$ cat src/rtl/dlf_div.sv
// Restoring divider, one quotient bit per cycle: q = (num) / den, 32-bit unsigned.
// Depends on nothing.
module dlf_div (
  input  logic        clk,
  input  logic        rst_n,
  input  logic        start,
  input  logic [31:0] num,
  input  logic [31:0] den,
  output logic        done,
  output logic [31:0] quo
);
  logic [31:0] rem_r, rem_nxt, quo_r, quo_nxt;
  logic [5:0]  cnt_r, cnt_nxt;
  logic        busy_r, busy_nxt, done_r, done_nxt;
  logic [32:0] trial;

  // One shift and subtract step per cycle.
  always_comb begin
    rem_nxt  = rem_r;
    quo_nxt  = quo_r;
    cnt_nxt  = cnt_r;
    busy_nxt = busy_r;
    done_nxt = 1'b0;
    trial    = {rem_r, quo_r[31]} - {1'b0, den};
    if (start) begin
      rem_nxt  = '0;
      quo_nxt  = num;
      cnt_nxt  = '0;
      busy_nxt = 1'b1;
    end else if (busy_r) begin
      if (!trial[32]) begin
        rem_nxt = trial[31:0];
        quo_nxt = {quo_r[30:0], 1'b1};
      end else begin
        rem_nxt = {rem_r[30:0], quo_r[31]};
        quo_nxt = {quo_r[30:0], 1'b0};
      end
      cnt_nxt = cnt_r + 6'd1;
      if (cnt_r == 6'd31) begin
        busy_nxt = 1'b0;
        done_nxt = 1'b1;
      end
    end
  end

  always_ff @(posedge clk) begin
    if (!rst_n) begin
      busy_r <= 1'b0;
      done_r <= 1'b0;
      cnt_r  <= '0;
    end else begin
      busy_r <= busy_nxt;
      done_r <= done_nxt;
      cnt_r  <= cnt_nxt;
    end
    rem_r <= rem_nxt;
    quo_r <= quo_nxt;
  end

  assign done = done_r;
  assign quo  = quo_r;
endmodule

$ cat config.mk
export PLATFORM = sky130hd
export DESIGN_NAME = dlf_div
export DESIGN_NICKNAME = d
export VERILOG_FILES = /design/src/rtl/dlf_div.sv
export SDC_FILE = /design/constraint.sdc
export NUM_CORES = 1
export LEC_CHECK = 0
export BUFFER_PORTS_ARGS = -buffer_cell sky130_fd_sc_hd__buf_2
export CORE_AREA = 2 2 100 102
export DETAILED_ROUTE_END_ITERATION = 6
export DIE_AREA = 0 0 102 104
export GPL_TIMING_DRIVEN = 1
export PLACE_DENSITY = 0.84
export SKIP_LAST_GASP = 1
export SYNTH_ARGS = -nofsm -noshare
export SYNTH_HDL_FRONTEND = slang
export SYNTH_SLANG_ARGS = --single-unit
$ cat constraint.sdc
create_clock -name clk -period 3.7 [get_ports clk]
set_input_delay 0.74 -clock clk [delete_from_list [all_inputs] [get_ports clk]]
set_output_delay 0.74 -clock clk [all_outputs]
set_load 0.005 [all_outputs]
After elaboration in Yosys (flattened, before gate mapping)
Cells that the tools add are included.
- $add $sub $neg: 2
- equal/unequal tests: 1
- multiplexer cells: 8
- bitwise logic cells: 2
- reduce and logical (&&, ||, !) cells: 3
- operators with widths (operator ; number):
    $mux 32 ; 3
    $sub 33x32->33 ; 1
    $add 6x1->6 const B ; 1
    $eq 6x5->1 const B ; 1
    $mux 1 ; 5
    $reduce_or 3->1 ; 1
    $not 1->1 ; 2
    $reduce_bool 2->1 ; 1
    $reduce_or 2->1 ; 1
- bits in registers: 72
- output and inout port bits: 33

Depth between registers and ports, before layout
- depth after elaboration: 4
- mapped depth: 13

Worst setup path before layout
No wires, ideal clock.
- path type: input to register
- start point: input den[15]
- end point: register rem_r[30]
- data arrival time: 3.019 ns
- setup slack: 0.590 ns
- stages on the path: 11
- path through: inv_1 > ha_1 > a21o_1 > o21bai_4 > a211oi_2 > a31oi_1 > or3_4 > and3_1 > buf_6 > a311o_1 > a311oi_1
- cells in the longest elaborated chain, start to end: 2
- ends and longest elaborated chain (element ; RTL line ; source):
    from (decl) ; 8 ; input logic [31:0] den,
    $sub 33x32->33 ; 24 ; trial = {rem_r, quo_r[31]} - {1'b0, den};
    $mux 32 ; 31 ; if (!trial[32]) begin
    to (signal assigned) ; 56 ; rem_r <= rem_nxt;
    to (decl) ; 12 ; logic [31:0] rem_r, rem_nxt, quo_r, quo_nxt;
No other way between the ends.
A chain may end at the register's enable or synchronous reset.

Final worst setup path
- start point: register quo_r[31], in the netlist quo[31]
- end point: register rem_r[0]
- cells in the longest elaborated chain, start to end: 2
- ends and longest elaborated chain (element ; RTL line ; source):
    from (decl) ; 12 ;
    from (signal assigned) ; 57 ; quo_r <= quo_nxt;
    $sub 33x32->33 ; 24 ;
    $mux 32 * ; 31 ;
Every way passes the cells marked *; elsewhere a longest branch is shown, timed or not.

==> flow_metrics.tcl <==
set metrics [dict create \
    coreArea_um2 9550 \
    route.detailed.drc 0 \
    cts_max_level 3 \
    p_per_area_nw_per_um2 413 \
    wl_mm 12.5 \
    cts_hold_buf 0 \
    drtAntennaViolNets 0 \
    post_cts_buffers 0 \
    seq_area_frac_synth 0.345 \
    final.setup.tns_ns 0 \
    max_cap_violations 0 \
    layout_worst_path_cycle_share 0.890 \
    cts_tree "yes" \
    ys_warn_count 0 \
    fin_skew_ns 0.00878 \
    syn_area_um2 5100 \
    antenna_cells_inserted 0 \
    p_leak_nw 2.61 \
    dieArea_um2 10600 \
    tightest_slew_ns 0.619 \
    fill_cells 851 \
    multi_input_area_um2 3060 \
    vias 4576 \
    overflow 0 \
    layout_setup_ws_ns 0.408 \
    seqCellArea_um2 1760 \
    grt_setup_unrepaired "no" \
    place_congestion 0.924 \
    synth-main-ff-cell "dfxtp_1" \
    fin_util 0.623 \
    rrSetupSlack_ns 0.41 \
    period_needed_ns 3.29 \
    synth_cell_type_count 66 \
    grt_pass1_vias 4432 \
    dp.cells 773 \
    syn_avg_cell_area_um2 9.21 \
    chipHeight_um 104 \
    die_width_um 102 \
    irDropWorstVdd_uv 250 \
    antenna_found_initial 0 \
    hp-class "reg2reg" \
    rows 36 \
    area_delta_synth_final_pct 16.5 \
    drive_gt1_frac 0.261 \
    hold_viol 0 \
    cts_root_buffer "clkbuf_8" \
    cts.sinks 72 \
    slew_headroom 0.587 \
    crit_path_max_fanout 15 \
    worst_setup_path_end_kind "flop" \
    io_buffers 99 \
    firstDrtPassIters 5 \
    status "finished, final reports clean" \
    worstPathRequired_ns 3.98 \
    final_cells 789 \
    worst_skew_pair.late_latency_ns 0.35 \
    finalSetupViolCount 0 \
    wl_per_cell_um 15.9 \
    pre_cts_slack_ns 0.0735 \
    ios 100 \
    worstSetupStartpointType "flop" \
    grt_start_max_net_pins 47 \
    maxSlewViolCount 0 \
    worst_ep_arrival_time_ns 3.58 \
    async_reset_ff_frac 0 \
    floorplan.initialDensity 0.535 \
    vias_per_cell 5.80 \
    path_class "reg2reg" \
    cts.clk_slew.worst_paths_ns 0.09 \
    synth_edf_count 32 \
    drtIter0Drc 207 \
    cts-buffers-inserted 9 \
    ys_ff_latch 72 \
    grt_pass1_wl_mm 20.4 \
    hold_slack_ns 0.482 \
    final_nets 752 \
    cts_resized 0 \
    syn_nets 655 \
    max-clock-path-buffers 2 \
    netlist_instances 554 \
    dp_hpwl_mm 9.32 \
    max_freq_mhz 304 \
    grt_usage 0.236 \
]
-- state kept, by name (all words and copies together) (netlist names) --
name    cells
quo        32
rem_r      32
cnt_r       6
busy_r      1
done        1
-- layout by cell type (no fill, tap or decap), drive strengths merged, types with 5 or more instances in the layout --
| cell type | n |
|---|---|
| a211oi | 22 |
| and3 | 6 |
| nand3 | 11 |
| inv | 50 |
| nand2 | 35 |
| clkbuf | 9 |
| nand2b | 8 |
| xnor2 | 13 |
| dfxtp | 40 |
| mux2 | 33 |
| mux2i | 19 |
| o21a | 6 |
| a21o | 13 |
| buf | 109 |
| a21oi | 30 |
| o21bai | 7 |
| edfxtp | 32 |
| o21ai | 31 |
| nand4 | 7 |
| xor2 | 13 |
| nor2 | 40 |
| o31ai | 5 |
| ha | 33 |
| nor3 | 9 |
-- logic make-up (layout without fill, tap and decap cells) --
family	Yosys count	count (layout)	synth area share
AO/OA/AOI/OAI	152	152	0.210
XOR/XNOR	26	26	0.0446
adder cells (fa/ha/maj)	34	34	0.0848
buffers and inverters	68	170	0.0554
flip-flops	72	72	0.345
multiplexers	52	52	0.111
AND/OR/NAND/NOR	150	150	0.150
-- metrics by stage --
step	power [mW]	area, µm²
2_1_floorplan	1.57	5100
3_3_place_gp	1.76	5740
3_5_place_dp	1.79	5740
4_1_cts	2.46	5950
5_1_grt	2.59	5950
6_report	2.46	5950
-- cell usage after synthesis (9+ instances only) --
library cell / number / share of area
mux2i_1: 19 / 0.037
ha_1: 33 / 0.081
xnor2_1: 13 / 0.022
xor2_1: 13 / 0.022
a211oi_1: 19 / 0.028
a21oi_1: 30 / 0.029
nand3_1: 11 / 0.011
o21ai_0: 29 / 0.028
inv_1: 45 / 0.033
a21o_1: 13 / 0.019
clkbuf_1: 17 / 0.012
nor3_1: 9 / 0.0088
mux2_2: 32 / 0.071
dfxtp_1: 40 / 0.16
nand2_1: 35 / 0.026
nor2_1: 40 / 0.029
edfxtp_1: 32 / 0.19
-- final cells by class --
cell class              count  area share
clock buffers               9      0.0208
clock inverters             7      0.0141
inverters                  45      0.0284
multi-input cells         414       0.514
flip-flops and latches     72       0.296
well taps                 133      0.0280
repair buffers            109      0.0980
-- report_power, final --
part | internal [mW] | switching [mW]
clock network | 0.326 | 0.351
registers | 0.915 | 0.0526
logic | 0.367 | 0.447
total | 1.61 | 0.851
-- final timing paths --
kind / startpoint / end / cells after the start
worst max-delay path: quo[31]$_DFFE_PP_ / rem_r[0]$_SDFFE_PP0P_ / 11
worst min-delay path: cnt_r[5]$_SDFFE_PP0P_ / done$_SDFF_PP0_ / 1
worst max register to register: quo[31]$_DFFE_PP_ / rem_r[0]$_SDFFE_PP0P_ / 11
worst min register to register: cnt_r[5]$_SDFFE_PP0P_ / done$_SDFF_PP0_ / 1
-- routing by layer --
metal / routed length (µm) / up-vias / GRT usage / part of all wire
met2: 5960 / 169 / 0.396 / 0.47
met4: 263 / 0 / 0.0648 / 0.021
met5: 0 / - / 0 / 0
li1: - / 2249 / - / -
met3: 883 / 27 / 0.0511 / 0.070
met1: 5440 / 2131 / 0.304 / 0.43
-- critical path: stages, from the launching register on --
cell	delay, ns
edfxtp_1	0.40
inv_1	0.10
ha_1	0.21
fa_1	0.22
and2b_1	0.20
o21a_1	0.21
o311ai_4	0.24
a31oi_1	0.16
o21ai_0	0.30
and3_1	0.62
mux2_4	0.36
a211oi_2	0.20
(Power assumes the default switching activity.)
